File: src/hw/rtl/ecal_pkg.sv
// ----------------------------------------------------------------------------
// ecal_pkg: shared types and constants of the epoch to calendar converter
// Register codes, field widths, the flag and result structures and the two
// month tables used by the date stages.
// ----------------------------------------------------------------------------
package ecal_pkg;

	localparam int unsigned CFG_INDEX_W = 2;
	localparam int unsigned CFG_DATA_W  = 17;
	localparam int unsigned ZONE_W      = 17;

	localparam logic [CFG_INDEX_W-1:0] REG_ZONE_OFFSET = 2'd0;
	localparam logic [CFG_INDEX_W-1:0] REG_DAYLIGHT    = 2'd1;

	localparam int unsigned SECS_PER_HOUR = 3600;

	typedef struct packed {
		logic daylight;
		logic clamped;
	} flags_t;

	typedef struct packed {
		logic [4:0]  hour_of_day;
		logic [5:0]  minute_of_hour;
		logic [5:0]  second_of_minute;
		logic [2:0]  week_day;
		logic [11:0] years_since_1900;
		logic [8:0]  day_of_year;
		logic [3:0]  month_index;
		logic [4:0]  day_of_month;
		logic        daylight_flag;
		logic        clamped;
	} cal_t;

	function automatic logic [8:0] month_start(input logic [3:0] m0);
		case (m0)
			4'd0:    month_start = 9'd0;
			4'd1:    month_start = 9'd31;
			4'd2:    month_start = 9'd59;
			4'd3:    month_start = 9'd90;
			4'd4:    month_start = 9'd120;
			4'd5:    month_start = 9'd151;
			4'd6:    month_start = 9'd181;
			4'd7:    month_start = 9'd212;
			4'd8:    month_start = 9'd243;
			4'd9:    month_start = 9'd273;
			4'd10:   month_start = 9'd304;
			4'd11:   month_start = 9'd334;
			default: month_start = 9'd0;
		endcase
	endfunction

	// Day of a March-based year on which each month starts.
	function automatic logic [8:0] march_start(input logic [3:0] mp);
		case (mp)
			4'd0:    march_start = 9'd0;
			4'd1:    march_start = 9'd31;
			4'd2:    march_start = 9'd61;
			4'd3:    march_start = 9'd92;
			4'd4:    march_start = 9'd122;
			4'd5:    march_start = 9'd153;
			4'd6:    march_start = 9'd184;
			4'd7:    march_start = 9'd214;
			4'd8:    march_start = 9'd245;
			4'd9:    march_start = 9'd275;
			4'd10:   march_start = 9'd306;
			4'd11:   march_start = 9'd337;
			default: march_start = 9'd0;
		endcase
	endfunction

endpackage

File: src/hw/rtl/ecal_if.sv
// ----------------------------------------------------------------------------
// ecal_if: channel interfaces of the epoch to calendar converter
// Time stamp input, calendar result output and configuration write channel.
// ----------------------------------------------------------------------------
interface ecal_stamp_if #(parameter int unsigned EPOCH_SECONDS_BITS = 36);
	logic                          valid;
	logic                          ready;
	logic [EPOCH_SECONDS_BITS-1:0] epoch_seconds;
	modport source (output valid, output epoch_seconds, input ready);
	modport sink (input valid, input epoch_seconds, output ready);
endinterface

interface ecal_cal_if;
	logic        valid;
	logic        ready;
	logic [4:0]  hour_of_day;
	logic [5:0]  minute_of_hour;
	logic [5:0]  second_of_minute;
	logic [2:0]  week_day;
	logic [11:0] years_since_1900;
	logic [8:0]  day_of_year;
	logic [3:0]  month_index;
	logic [4:0]  day_of_month;
	logic        daylight_flag;
	logic        clamped;
	modport source (output valid, output hour_of_day, output minute_of_hour,
		output second_of_minute, output week_day, output years_since_1900,
		output day_of_year, output month_index, output day_of_month,
		output daylight_flag, output clamped, input ready);
	modport sink (input valid, input hour_of_day, input minute_of_hour,
		input second_of_minute, input week_day, input years_since_1900,
		input day_of_year, input month_index, input day_of_month,
		input daylight_flag, input clamped, output ready);
endinterface

interface ecal_cfg_if;
	logic        valid;
	logic        ready;
	logic [1:0]  index;
	logic [16:0] data;
	modport source (output valid, output index, output data, input ready);
	modport sink (input valid, input index, input data, output ready);
endinterface

File: src/hw/rtl/ecal_adjust.sv
// ----------------------------------------------------------------------------
// ecal_adjust: configuration registers and zone adjustment stage
// Holds the zone offset and daylight setting, applies them to the incoming
// time and clamps a negative result to zero.
// ----------------------------------------------------------------------------
module ecal_adjust #(
	parameter int unsigned EPOCH_SECONDS_BITS = 36
) (
	input  logic                          clk,
	input  logic                          arst_n,
	input  logic                          en,
	ecal_cfg_if.sink                      cfg,
	input  logic                          in_valid,
	input  logic [EPOCH_SECONDS_BITS-1:0] epoch_seconds,
	output logic                          valid_s1,
	output logic [EPOCH_SECONDS_BITS:0]   secs_s1,
	output ecal_pkg::flags_t              flags_s1
);
	import ecal_pkg::*;

	localparam int unsigned UW = EPOCH_SECONDS_BITS + 1;
	localparam int unsigned TW = EPOCH_SECONDS_BITS + 2;

	logic [ZONE_W-1:0] zone_q;
	logic              daylight_q;
	logic [TW-1:0]     adj;

	assign cfg.ready = 1'b1;

	always_ff @(posedge clk or negedge arst_n) begin
		if (!arst_n) begin
			zone_q     <= '0;
			daylight_q <= 1'b0;
		end else if (cfg.valid) begin
			case (cfg.index)
				REG_ZONE_OFFSET: zone_q     <= cfg.data[ZONE_W-1:0];
				REG_DAYLIGHT:    daylight_q <= cfg.data[0];
				default: ;
			endcase
		end
	end

	assign adj = {2'b00, epoch_seconds}
		- {{(TW-ZONE_W){zone_q[ZONE_W-1]}}, zone_q}
		+ (daylight_q ? TW'(SECS_PER_HOUR) : TW'(0));

	always_ff @(posedge clk or negedge arst_n) begin
		if (!arst_n) begin
			valid_s1 <= 1'b0;
		end else if (en) begin
			valid_s1 <= in_valid;
		end
	end

	always_ff @(posedge clk) begin
		if (en) begin
			secs_s1           <= adj[TW-1] ? UW'(0) : adj[UW-1:0];
			flags_s1.daylight <= daylight_q;
			flags_s1.clamped  <= adj[TW-1];
		end
	end

endmodule

File: src/hw/rtl/ecal_daydiv.sv
// ----------------------------------------------------------------------------
// ecal_daydiv: seconds to day count and second of day
// Divides by 86400 as a shift by seven and two reciprocal divisions by 675
// over the upper and lower parts, four stages deep.
// ----------------------------------------------------------------------------
module ecal_daydiv #(
	parameter int unsigned EPOCH_SECONDS_BITS = 36
) (
	input  logic                                   clk,
	input  logic                                   arst_n,
	input  logic                                   en,
	input  logic                                   valid_s1,
	input  logic [EPOCH_SECONDS_BITS:0]            secs_s1,
	input  ecal_pkg::flags_t                       flags_s1,
	output logic                                   valid_s5,
	output logic [((EPOCH_SECONDS_BITS-15 > 20) ?
		EPOCH_SECONDS_BITS-15 : 20):0]              z_s5,
	output logic [EPOCH_SECONDS_BITS-15:0]          dp4_s5,
	output logic [16:0]                            tod_s5,
	output ecal_pkg::flags_t                       flags_s5
);
	import ecal_pkg::*;

	localparam int unsigned UW  = EPOCH_SECONDS_BITS + 1;
	localparam int unsigned AW  = UW - 7;
	localparam int unsigned A1W = AW - 17;
	localparam int unsigned DW  = AW - 9;
	localparam int unsigned ZW  = ((DW > 20) ? DW : 20) + 1;
	localparam int unsigned K1  = A1W + 10;
	localparam int unsigned X2W = 27;
	localparam int unsigned K2  = X2W + 10;
	localparam int unsigned RW  = A1W + 10;

	localparam logic [K1-1:0] M1 = K1'(((64'd1 << K1) + 64'd674) / 64'd675);
	localparam logic [K2-1:0] M2 = K2'(((64'd1 << K2) + 64'd674) / 64'd675);

	logic [A1W-1:0]     a1_s2, q1_s2, q1_s3, q1_s4;
	logic [16:0]        a0_s2, q2_s4;
	logic [6:0]         n7_s2, n7_s3, n7_s4;
	logic [X2W-1:0]     x2_s3, x2_s4;
	flags_t             fl_s2, fl_s3, fl_s4;
	logic               valid_s2, valid_s3, valid_s4;
	logic [K1+A1W-1:0]  p1;
	logic [K2+X2W-1:0]  p2;
	logic [RW-1:0]      r1w;
	logic [X2W-1:0]     r2w;
	logic [AW-1:0]      days_full;
	logic [DW-1:0]      days;

	assign p1 = {{K1{1'b0}}, secs_s1[UW-1:24]} * {{A1W{1'b0}}, M1};
	assign r1w = RW'(a1_s2) - RW'(q1_s2) * RW'(675);
	assign p2 = {{K2{1'b0}}, x2_s3} * {{X2W{1'b0}}, M2};
	assign r2w = x2_s4 - X2W'(q2_s4) * X2W'(675);
	assign days_full = {q1_s4, q2_s4};
	assign days = days_full[DW-1:0];

	always_ff @(posedge clk or negedge arst_n) begin
		if (!arst_n) begin
			valid_s2 <= 1'b0;
			valid_s3 <= 1'b0;
			valid_s4 <= 1'b0;
			valid_s5 <= 1'b0;
		end else if (en) begin
			valid_s2 <= valid_s1;
			valid_s3 <= valid_s2;
			valid_s4 <= valid_s3;
			valid_s5 <= valid_s4;
		end
	end

	always_ff @(posedge clk) begin
		if (en) begin
			a1_s2    <= secs_s1[UW-1:24];
			q1_s2    <= p1[K1 +: A1W];
			a0_s2    <= secs_s1[23:7];
			n7_s2    <= secs_s1[6:0];
			fl_s2    <= flags_s1;

			q1_s3    <= q1_s2;
			x2_s3    <= {r1w[9:0], a0_s2};
			n7_s3    <= n7_s2;
			fl_s3    <= fl_s2;

			q1_s4    <= q1_s3;
			q2_s4    <= p2[K2 +: 17];
			x2_s4    <= x2_s3;
			n7_s4    <= n7_s3;
			fl_s4    <= fl_s3;

			z_s5     <= ZW'(days) + ZW'(719468);
			dp4_s5   <= (DW+1)'(days) + (DW+1)'(4);
			tod_s5   <= {r2w[9:0], n7_s4};
			flags_s5 <= fl_s4;
		end
	end

endmodule

File: src/hw/rtl/ecal_date.sv
// ----------------------------------------------------------------------------
// ecal_date: civil date, weekday and time of day
// Closed-form day to date conversion over March-based years, with the
// time of day and weekday split alongside, nine stages deep.
// ----------------------------------------------------------------------------
module ecal_date #(
	parameter int unsigned EPOCH_SECONDS_BITS = 36
) (
	input  logic                                   clk,
	input  logic                                   arst_n,
	input  logic                                   en,
	input  logic                                   valid_s5,
	input  logic [((EPOCH_SECONDS_BITS-15 > 20) ?
		EPOCH_SECONDS_BITS-15 : 20):0]              z_s5,
	input  logic [EPOCH_SECONDS_BITS-15:0]          dp4_s5,
	input  logic [16:0]                            tod_s5,
	input  ecal_pkg::flags_t                       flags_s5,
	output logic                                   valid_s14,
	output ecal_pkg::cal_t                         cal_s14
);
	import ecal_pkg::*;

	localparam int unsigned DW  = EPOCH_SECONDS_BITS - 15;
	localparam int unsigned DW1 = DW + 1;
	localparam int unsigned ZW  = ((DW > 20) ? DW : 20) + 1;
	localparam int unsigned EW  = ZW - 17;
	localparam int unsigned YW  = EW + 9;
	localparam int unsigned KE  = ZW + 18;
	localparam int unsigned KW  = DW1 + 3;

	localparam logic [KE-1:0] ME   = KE'(((64'd1 << KE) + 64'd146096) / 64'd146097);
	localparam logic [KW-1:0] MW   = KW'(((64'd1 << KW) + 64'd6) / 64'd7);
	localparam logic [28:0]   MH   = 29'(((64'd1 << 29) + 64'd3599) / 64'd3600);
	localparam logic [17:0]   MMN  = 18'(((64'd1 << 18) + 64'd59) / 64'd60);
	localparam logic [28:0]   M14  = 29'(((64'd1 << 29) + 64'd1459) / 64'd1460);
	localparam logic [26:0]   M365 = 27'(((64'd1 << 27) + 64'd364) / 64'd365);
	localparam logic [18:0]   M153 = 19'(((64'd1 << 19) + 64'd152) / 64'd153);

	typedef struct packed {
		logic [4:0] hour;
		logic [5:0] minute;
		logic [5:0] second;
		logic [2:0] wday;
		flags_t     flags;
	} hold_t;

	logic valid_s6, valid_s7, valid_s8, valid_s9, valid_s10;
	logic valid_s11, valid_s12, valid_s13;

	logic [EW-1:0]  era_s6, era_s7, era_s8, era_s9, era_s10;
	logic [ZW-1:0]  z_s6;
	logic [DW1-1:0] wq_s6, dp4_s6;
	logic [4:0]     hh_s6;
	logic [16:0]    tod_s6;
	flags_t         fl_s6;
	logic [17:0]    doe_s7, doe_s8, doe_s9, doe_s10, num_s9;
	logic [11:0]    sr_s7, sr_s8;
	logic [6:0]     c1_s8;
	logic [2:0]     c2_s8;
	logic           c3_s8;
	logic [5:0]     mm_s8;
	logic [8:0]     yoe_s10, yoe_s11, yoe_s12, doy_s11, doy_s12;
	logic [YW-1:0]  y_s11, y_s12;
	logic [3:0]     mp_s12, m0_s13;
	logic [4:0]     dom_s13;
	logic [11:0]    year_s13;
	logic           leap_s13;
	hold_t          hold_s7, hold_s8, hold_s9, hold_s10, hold_s11, hold_s12, hold_s13;

	logic [KE+ZW-1:0]  pe;
	logic [KW+DW1-1:0] pw;
	logic [45:0]       ph;
	logic [46:0]       p14;
	logic [29:0]       pmn;
	logic [44:0]       p365;
	logic [29:0]       p153;
	logic [10:0]       t5;
	logic [2:0]        y100;
	logic [17:0]       base;
	logic              inc;
	logic [8:0]        yy;
	logic [8:0]        dom_w;

	assign pe  = {{KE{1'b0}}, z_s5} * {{ZW{1'b0}}, ME};
	assign pw  = {{KW{1'b0}}, dp4_s5} * {{DW1{1'b0}}, MW};
	assign ph  = {29'b0, tod_s5} * {17'b0, MH};
	assign p14 = {29'b0, doe_s7} * {18'b0, M14};
	assign pmn = {18'b0, sr_s7} * {12'b0, MMN};
	assign p365 = {27'b0, num_s9} * {18'b0, M365};
	assign t5   = 11'(doy_s11) * 11'(5) + 11'(2);
	assign p153 = {19'b0, t5} * {11'b0, M153};

	assign y100 = 3'(yoe_s10 >= 9'd100) + 3'(yoe_s10 >= 9'd200) + 3'(yoe_s10 >= 9'd300);
	assign base = 18'(yoe_s10) * 18'(365) + 18'(yoe_s10 >> 2) - 18'(y100);

	assign inc   = (mp_s12 >= 4'd10);
	assign yy    = yoe_s12 + 9'(inc);
	assign dom_w = doy_s12 - march_start(mp_s12) + 9'd1;

	always_ff @(posedge clk or negedge arst_n) begin
		if (!arst_n) begin
			valid_s6  <= 1'b0;
			valid_s7  <= 1'b0;
			valid_s8  <= 1'b0;
			valid_s9  <= 1'b0;
			valid_s10 <= 1'b0;
			valid_s11 <= 1'b0;
			valid_s12 <= 1'b0;
			valid_s13 <= 1'b0;
			valid_s14 <= 1'b0;
		end else if (en) begin
			valid_s6  <= valid_s5;
			valid_s7  <= valid_s6;
			valid_s8  <= valid_s7;
			valid_s9  <= valid_s8;
			valid_s10 <= valid_s9;
			valid_s11 <= valid_s10;
			valid_s12 <= valid_s11;
			valid_s13 <= valid_s12;
			valid_s14 <= valid_s13;
		end
	end

	always_ff @(posedge clk) begin
		if (en) begin
			era_s6  <= pe[KE +: EW];
			z_s6    <= z_s5;
			wq_s6   <= pw[KW +: DW1];
			dp4_s6  <= dp4_s5;
			hh_s6   <= ph[29 +: 5];
			tod_s6  <= tod_s5;
			fl_s6   <= flags_s5;

			doe_s7  <= 18'(z_s6 - ZW'(era_s6) * ZW'(146097));
			era_s7  <= era_s6;
			sr_s7   <= 12'(tod_s6 - 17'(hh_s6) * 17'(3600));
			hold_s7.hour   <= hh_s6;
			hold_s7.minute <= '0;
			hold_s7.second <= '0;
			hold_s7.wday   <= 3'(dp4_s6 - DW1'(wq_s6) * DW1'(7));
			hold_s7.flags  <= fl_s6;

			c1_s8   <= p14[29 +: 7];
			c2_s8   <= 3'(doe_s7 >= 18'd36524) + 3'(doe_s7 >= 18'd73048)
				+ 3'(doe_s7 >= 18'd109572) + 3'(doe_s7 >= 18'd146096);
			c3_s8   <= (doe_s7 == 18'd146096);
			doe_s8  <= doe_s7;
			era_s8  <= era_s7;
			mm_s8   <= pmn[18 +: 6];
			sr_s8   <= sr_s7;
			hold_s8 <= hold_s7;

			num_s9  <= doe_s8 - 18'(c1_s8) + 18'(c2_s8) - 18'(c3_s8);
			doe_s9  <= doe_s8;
			era_s9  <= era_s8;
			hold_s9 <= '{hour: hold_s8.hour, minute: mm_s8,
				second: 6'(sr_s8 - 12'(mm_s8) * 12'(60)),
				wday: hold_s8.wday, flags: hold_s8.flags};

			yoe_s10  <= p365[27 +: 9];
			doe_s10  <= doe_s9;
			era_s10  <= era_s9;
			hold_s10 <= hold_s9;

			doy_s11  <= 9'(doe_s10 - base);
			y_s11    <= YW'(era_s10) * YW'(400) + YW'(yoe_s10);
			yoe_s11  <= yoe_s10;
			hold_s11 <= hold_s10;

			mp_s12   <= p153[19 +: 4];
			doy_s12  <= doy_s11;
			y_s12    <= y_s11;
			yoe_s12  <= yoe_s11;
			hold_s12 <= hold_s11;

			m0_s13   <= inc ? (mp_s12 - 4'd10) : (mp_s12 + 4'd2);
			dom_s13  <= dom_w[4:0];
			year_s13 <= 12'((YW+1)'(y_s12) + (YW+1)'(inc) - (YW+1)'(1900));
			leap_s13 <= (yy[1:0] == 2'd0) && (yy != 9'd100) && (yy != 9'd200)
				&& (yy != 9'd300);
			hold_s13 <= hold_s12;

			cal_s14.hour_of_day      <= hold_s13.hour;
			cal_s14.minute_of_hour   <= hold_s13.minute;
			cal_s14.second_of_minute <= hold_s13.second;
			cal_s14.week_day         <= hold_s13.wday;
			cal_s14.years_since_1900 <= year_s13;
			cal_s14.day_of_year      <= month_start(m0_s13) + 9'(dom_s13) - 9'd1
				+ 9'(leap_s13 && (m0_s13 >= 4'd2));
			cal_s14.month_index      <= m0_s13;
			cal_s14.day_of_month     <= dom_s13;
			cal_s14.daylight_flag    <= hold_s13.flags.daylight;
			cal_s14.clamped          <= hold_s13.flags.clamped;
		end
	end

endmodule

File: src/hw/rtl/epoch_seconds_to_calendar.sv
// ----------------------------------------------------------------------------
// epoch_seconds_to_calendar: Unix seconds to broken-down Gregorian time
// Pipelined converter from epoch seconds to time of day, weekday and date.
// ----------------------------------------------------------------------------
// Usage:
// Each item on the stamp channel is a count of seconds since 1970-01-01 UTC.
// The zone offset (seconds west, register 0) is subtracted and, with the
// daylight register (register 1) set, one hour is added. A negative result
// is clamped to zero and flagged. Each item gives one item on the cal
// channel. Configuration is written on the cfg channel, which is always
// ready; the user must write it only while no item is in flight, which
// the block itself does not enforce. One item is accepted in every cycle
// while the receiver does not stall. The 14 register stages are the zone
// adjustment, the division by 86400 and the closed-form date arithmetic,
// with only the month stage chaining two multiplies.
// Reset clears the pipeline valid bits and sets both registers to zero.
// When the receiver stalls, the whole pipeline holds and stamp.ready falls;
// nothing is lost or repeated.
// ----------------------------------------------------------------------------
module epoch_seconds_to_calendar #(
	parameter int unsigned EPOCH_SECONDS_BITS = 36
) (
	input  logic         clk,
	input  logic         arst_n,
	ecal_cfg_if.sink     cfg,
	ecal_stamp_if.sink   stamp,
	ecal_cal_if.source   cal
);
	import ecal_pkg::*;

	localparam int unsigned DW = EPOCH_SECONDS_BITS - 15;
	localparam int unsigned ZW = ((DW > 20) ? DW : 20) + 1;

	logic                        en;
	logic                        valid_s1, valid_s5, valid_s14;
	logic [EPOCH_SECONDS_BITS:0] secs_s1;
	flags_t                      flags_s1, flags_s5;
	logic [ZW-1:0]               z_s5;
	logic [DW:0]                 dp4_s5;
	logic [16:0]                 tod_s5;
	cal_t                        cal_s14;

	assign en = !valid_s14 || cal.ready;
	assign stamp.ready = en;

	ecal_adjust #(.EPOCH_SECONDS_BITS(EPOCH_SECONDS_BITS)) u_adjust (
		.clk(clk), .arst_n(arst_n), .en(en), .cfg(cfg),
		.in_valid(stamp.valid), .epoch_seconds(stamp.epoch_seconds),
		.valid_s1(valid_s1), .secs_s1(secs_s1), .flags_s1(flags_s1)
	);

	ecal_daydiv #(.EPOCH_SECONDS_BITS(EPOCH_SECONDS_BITS)) u_daydiv (
		.clk(clk), .arst_n(arst_n), .en(en),
		.valid_s1(valid_s1), .secs_s1(secs_s1), .flags_s1(flags_s1),
		.valid_s5(valid_s5), .z_s5(z_s5), .dp4_s5(dp4_s5), .tod_s5(tod_s5),
		.flags_s5(flags_s5)
	);

	ecal_date #(.EPOCH_SECONDS_BITS(EPOCH_SECONDS_BITS)) u_date (
		.clk(clk), .arst_n(arst_n), .en(en),
		.valid_s5(valid_s5), .z_s5(z_s5), .dp4_s5(dp4_s5), .tod_s5(tod_s5),
		.flags_s5(flags_s5), .valid_s14(valid_s14), .cal_s14(cal_s14)
	);

	assign cal.valid            = valid_s14;
	assign cal.hour_of_day      = cal_s14.hour_of_day;
	assign cal.minute_of_hour   = cal_s14.minute_of_hour;
	assign cal.second_of_minute = cal_s14.second_of_minute;
	assign cal.week_day         = cal_s14.week_day;
	assign cal.years_since_1900 = cal_s14.years_since_1900;
	assign cal.day_of_year      = cal_s14.day_of_year;
	assign cal.month_index      = cal_s14.month_index;
	assign cal.day_of_month     = cal_s14.day_of_month;
	assign cal.daylight_flag    = cal_s14.daylight_flag;
	assign cal.clamped          = cal_s14.clamped;

`ifndef SYNTH
	a_clamp_is_epoch: assert property (@(posedge clk) disable iff (!arst_n)
		cal.valid && cal.clamped |-> cal.years_since_1900 == 12'd70
		&& cal.day_of_year == 9'd0 && cal.hour_of_day == 5'd0
		&& cal.minute_of_hour == 6'd0 && cal.week_day == 3'd4)
		else $error("clamped item is not the epoch");

	a_field_range: assert property (@(posedge clk) disable iff (!arst_n)
		cal.valid |-> cal.hour_of_day < 5'd24 && cal.minute_of_hour < 6'd60
		&& cal.second_of_minute < 6'd60 && cal.week_day < 3'd7
		&& cal.month_index < 4'd12 && cal.day_of_month != 5'd0)
		else $error("calendar field out of range");

	a_january_yday: assert property (@(posedge clk) disable iff (!arst_n)
		cal.valid && cal.month_index == 4'd0
		|-> cal.day_of_year == 9'(cal.day_of_month) - 9'd1)
		else $error("day of year disagrees with January date");
`endif

endmodule

File: src/flat_wrapper.sv
// flat-port wrapper written by rule: the top's interface ports become plain ports
module epoch_seconds_to_calendar_flat import ecal_pkg::*;
#(
	parameter int unsigned EPOCH_SECONDS_BITS = 36
)
  (clk, arst_n, cfg_valid, cfg_index, cfg_data, cfg_ready, stamp_valid, stamp_epoch_seconds, stamp_ready, cal_valid, cal_hour_of_day, cal_minute_of_hour, cal_second_of_minute, cal_week_day, cal_years_since_1900, cal_day_of_year, cal_month_index, cal_day_of_month, cal_daylight_flag, cal_clamped, cal_ready);
  ecal_cfg_if cfg_i ();
  ecal_stamp_if #(.EPOCH_SECONDS_BITS(EPOCH_SECONDS_BITS)) stamp_i ();
  ecal_cal_if cal_i ();
  input  logic clk;
  input  logic arst_n;
  input wire logic [$bits(cfg_i.valid)-1:0] cfg_valid;
  input wire logic [$bits(cfg_i.index)-1:0] cfg_index;
  input wire logic [$bits(cfg_i.data)-1:0] cfg_data;
  output wire logic [$bits(cfg_i.ready)-1:0] cfg_ready;
  input wire logic [$bits(stamp_i.valid)-1:0] stamp_valid;
  input wire logic [$bits(stamp_i.epoch_seconds)-1:0] stamp_epoch_seconds;
  output wire logic [$bits(stamp_i.ready)-1:0] stamp_ready;
  output wire logic [$bits(cal_i.valid)-1:0] cal_valid;
  output wire logic [$bits(cal_i.hour_of_day)-1:0] cal_hour_of_day;
  output wire logic [$bits(cal_i.minute_of_hour)-1:0] cal_minute_of_hour;
  output wire logic [$bits(cal_i.second_of_minute)-1:0] cal_second_of_minute;
  output wire logic [$bits(cal_i.week_day)-1:0] cal_week_day;
  output wire logic [$bits(cal_i.years_since_1900)-1:0] cal_years_since_1900;
  output wire logic [$bits(cal_i.day_of_year)-1:0] cal_day_of_year;
  output wire logic [$bits(cal_i.month_index)-1:0] cal_month_index;
  output wire logic [$bits(cal_i.day_of_month)-1:0] cal_day_of_month;
  output wire logic [$bits(cal_i.daylight_flag)-1:0] cal_daylight_flag;
  output wire logic [$bits(cal_i.clamped)-1:0] cal_clamped;
  input wire logic [$bits(cal_i.ready)-1:0] cal_ready;
  assign cfg_i.valid = cfg_valid;
  assign cfg_i.index = cfg_index;
  assign cfg_i.data = cfg_data;
  assign cfg_ready = cfg_i.ready;
  assign stamp_i.valid = stamp_valid;
  assign stamp_i.epoch_seconds = stamp_epoch_seconds;
  assign stamp_ready = stamp_i.ready;
  assign cal_valid = cal_i.valid;
  assign cal_hour_of_day = cal_i.hour_of_day;
  assign cal_minute_of_hour = cal_i.minute_of_hour;
  assign cal_second_of_minute = cal_i.second_of_minute;
  assign cal_week_day = cal_i.week_day;
  assign cal_years_since_1900 = cal_i.years_since_1900;
  assign cal_day_of_year = cal_i.day_of_year;
  assign cal_month_index = cal_i.month_index;
  assign cal_day_of_month = cal_i.day_of_month;
  assign cal_daylight_flag = cal_i.daylight_flag;
  assign cal_clamped = cal_i.clamped;
  assign cal_i.ready = cal_ready;
  epoch_seconds_to_calendar #(.EPOCH_SECONDS_BITS(EPOCH_SECONDS_BITS)) u_core (.clk(clk), .arst_n(arst_n), .cfg(cfg_i), .stamp(stamp_i), .cal(cal_i));
endmodule
File: config.mk
export PLATFORM = sky130hd
export DESIGN_NAME = epoch_seconds_to_calendar_flat
export DESIGN_NICKNAME = d
export VERILOG_FILES = /design/src/hw/rtl/ecal_pkg.sv /design/src/hw/rtl/ecal_if.sv /design/src/hw/rtl/ecal_adjust.sv /design/src/hw/rtl/ecal_daydiv.sv /design/src/hw/rtl/ecal_date.sv /design/src/hw/rtl/epoch_seconds_to_calendar.sv /design/src/flat_wrapper.sv
export SDC_FILE = /design/constraint.sdc
export NUM_CORES = 2
export LEC_CHECK = 0
export ABC_AREA = 1
export BUFFER_PORTS_ARGS = -buffer_cell sky130_fd_sc_hd__buf_2
export CORE_MARGIN = 1
export CORE_UTILIZATION = 30
export DETAILED_ROUTE_END_ITERATION = 8
export PLACE_DENSITY = 0.52
export SLEW_MARGIN = 20
export SYNTH_ARGS = -nofsm -noshare
export SYNTH_HDL_FRONTEND = slang
export SYNTH_SLANG_ARGS = --single-unit
File: constraint.sdc
create_clock -name clk -period 69.2 [get_ports clk]
set_clock_uncertainty 0.1 [all_clocks]
set_input_delay 6.92 -clock clk [delete_from_list [all_inputs] [get_ports clk]]
set_output_delay 6.92 -clock clk [all_outputs]
set_load 0.01 [all_outputs]
==> results.py <==
metrics = {
    "detailed_routing": {
        "wl_mm": 183,
        "dr.pass1.iters": 9,
        "via_count": 52700,
        "antenna_left": 0,
        "viasPerCell": 4.48,
        "drcViolationCount": 20,
        "drtIter0Drc": 2376,
        "wl_per_cell_um": 15.6,
    },
    "min_path": {
        "holdCritPathClass": "flip-flop to flip-flop",
        "hold_depth": 0,
        "hold_end": "u_core.u_daydiv.a0_s2[8]",
        "hp-start": "u_core.u_adjust.secs_s1[15]",
    },
    "final_layout": {
        "syn2layout_area_growth_pct": 9.86,
        "final_common_cell": "inv_1",
        "nets": 10700,
        "utilization": 0.331,
        "final_cell_mix": "inv_1, ha_1, nand2_1",
        "num_antenna_cells": 0,
        "drive_above_1_share": 0.0425,
    },
    "yosys": {
        "ys_top_cells_by_area": "ha_1, edfxtp_1, fa_1",
        "synth_compound_area_frac": 0.0551,
        "synth-async-reset-ratio": 0.0456,
        "synth_ff_type": "edfxtp_1",
        "avgSynthCellArea_um2": 10.1,
        "ys_seq_area_frac": 0.260,
        "synth_top_family_by_area": "adder cells",
        "synth_nets": 10500,
        "synth_seq_cells": 702,
        "synth-edff-count": 656,
        "yosys.area_share.adder": 0.471,
        "synth-xor-area-share": 0.0304,
        "yosys.area_share.simple": 0.0937,
        "synth_top_cell_area_share": 0.254,
        "synthCells": 7941,
        "synth_top_area_cell": "ha_1",
        "synthMuxAreaShare": 0.000563,
        "syn-cell-area_um2": 80000,
        "ys_types": 64,
        "ys_warn_count": 0,
    },
    "placement": {
        "numPortBuffers": 113,
        "place.gp.congestion": 0.901,
        "hpwlAfterDp_mm": 156,
    },
    "floorplanning": {
        "fp.dieH_um": 519,
        "fp.dieW_um": 519,
        "fp-row-count": 189,
        "core_um2": 265000,
        "ios": 115,
        "die_area_um2": 269000,
        "start_util": 0.302,
    },
    "sta": {
        "setup-violations-final": 0,
        "period_share": 0.226,
        "max_freq_ghz": 0.0639,
        "period_minus_slack_ps": 15660,
        "setup_tns_ps": 0,
        "rsz0062_at_grt": "no",
        "worst_slew_pin_slew_ps": 1000,
        "whs_ps": 276,
        "slew_viol_final": 0,
        "hold_viol": 0,
        "relSlewSlack": 0.334,
    },
    "clock_network": {
        "cts.hold.buffers_added": 0,
        "cts_root_buffer": "clkbuf_16",
        "clk_latency_ps": 710,
        "post_cts_buffers": 0,
        "cts_tree": "yes",
        "clk_pin_slew_worst_paths_ps": 60,
        "cts_buffer_depth": 3,
        "postCtsResizedCells": 0,
        "htree_levels": 3,
        "cts_sinks": 702,
        "cts_buffers": 82,
    },
    "grt": {
        "grt_overflow": 0,
        "antenna_found_initial": 5,
        "track_usage": 0.139,
        "grt_pass1_vias": 56900,
        "grt_first_pass_wirelength_mm": 301,
        "grt_max_degree": 123,
    },
    "critical_path": {
        "timing_worst_setup_path_type": "input pin to primary output",
        "r2r-start": "u_core.u_date.doy_s11[1]",
        "r2r_slack_ps": 61830,
        "end_kind": "primary output",
        "cp_max_fo": 122,
        "start_kind": "input pin",
        "crit_required_ps": 62180,
        "r2r_cells": 32,
        "crit_arrival_ps": 8640,
    },
    "run_status": {
        "status": "complete, but fails checks",
        "violations": "DRC",
    },
    "run": {
        "max_cap_violations": 0,
    },
}
-- kinds of logic after synthesis --
family / Yosys count
adders and majority gates: 2490
buffers and inverters: 1908
and+or+nand+nor: 1764
AOI/OAI and AO/OA: 794
DFF: 702
xor gates and xnor gates: 278
muxes: 4
other: 1
-- layout make-up --
class	count	area, um^2
repair buffers	135	743
clock inverters	58	723
well taps	3533	4420
flip-flops and latches	702	20800
inverters	1889	7100
multi-input cells	5331	52100
fillers	27100	177000
clock buffers	93	2110
-- flip-flops by register name, indices dropped and copies added, names as in the netlist, 22 cells and up, named ones only --
| register | flops |
|---|---|
| u_core.u_daydiv.z_s5 | 22 |
| u_core.u_date.hold_s11 | 22 |
| u_core.u_date.hold_s12 | 22 |
| u_core.u_date.hold_s9 | 22 |
| u_core.u_date.cal_s14 | 52 |
| u_core.u_adjust.secs_s1 | 37 |
| u_core.u_date.hold_s13 | 22 |
| u_core.u_daydiv.x2_s3 | 27 |
| u_core.u_date.hold_s10 | 22 |
-- worst max-delay path, stage by stage --
cell and delay [ps]:
buf_2 100, nor2_2 750, inv_8 470, buf_2 310
-- Yosys cell counts (3+ instances only) --
library cell  instances
ha_1               1623
buf_2                 3
nor2_1              382
nand2_1             956
a31oi_1              21
o21a_1               21
o21ai_1              15
xor2_1              162
dfrtp_1              32
nand3_2               5
a21boi_0             13
fa_1                867
o2111ai_1             3
nor3_1               59
dfxtp_1              14
o21bai_1             31
o21ai_0             213
and2_1                4
edfxtp_1            656
o22ai_1               6
o21ai_2               3
a21oi_1             388
nor3_2                4
nor2_4                7
nor2_2               32
nand3_1             182
nand4_2               3
inv_1              1886
nand4_1              76
nand2_2               5
or2_2                11
o31ai_1               9
clkbuf_1              9
nor4_1               19
a31o_2                3
o211ai_1             15
xnor2_1             116
nand3b_1              9
a211oi_1              4
mux2_2                4
a21o_1               39
-- layer usage --
metal / wire, um / up-vias / share of wire / GRT usage
met5: 0 / - / 0 / 0
met4: 4110 / 0 / 0.022 / 0.0321
met3: 5990 / 196 / 0.033 / 0.0178
met2: 89600 / 743 / 0.49 / 0.247
met1: 83300 / 25700 / 0.46 / 0.179
li1: - / 26000 / - / -
-- worst max-delay path by stage --
stage | startpoint | endpoint | slack [ps]
3_3_place_gp | cal_ready | stamp_ready | 53550
6_report | cal_ready | stamp_ready | 53540
2_1_floorplan | cal_ready | stamp_ready | 37090
5_1_grt | cal_ready | stamp_ready | 53330
3_5_place_dp | cal_ready | stamp_ready | 53520
4_1_cts | cal_ready | stamp_ready | 53510
-- through the flow --
| stage | std cells | setup WS, ps | instance area [um^2] |
|---|---|---|---|
| 2_1_floorplan | 7941 | 37090 | 80000 |
| 3_3_place_gp | 11600 | 53550 | 85100 |
| 3_5_place_dp | 11600 | 53520 | 85100 |
| 4_1_cts | 11700 | 53510 | 87900 |
| 5_1_grt | 11700 | 53330 | 87900 |
| 6_report | 11700 | 53540 | 87900 |
Power is not shown: default switching activity piles up to over one toggle a cycle in this logic, so the estimate is an artifact.
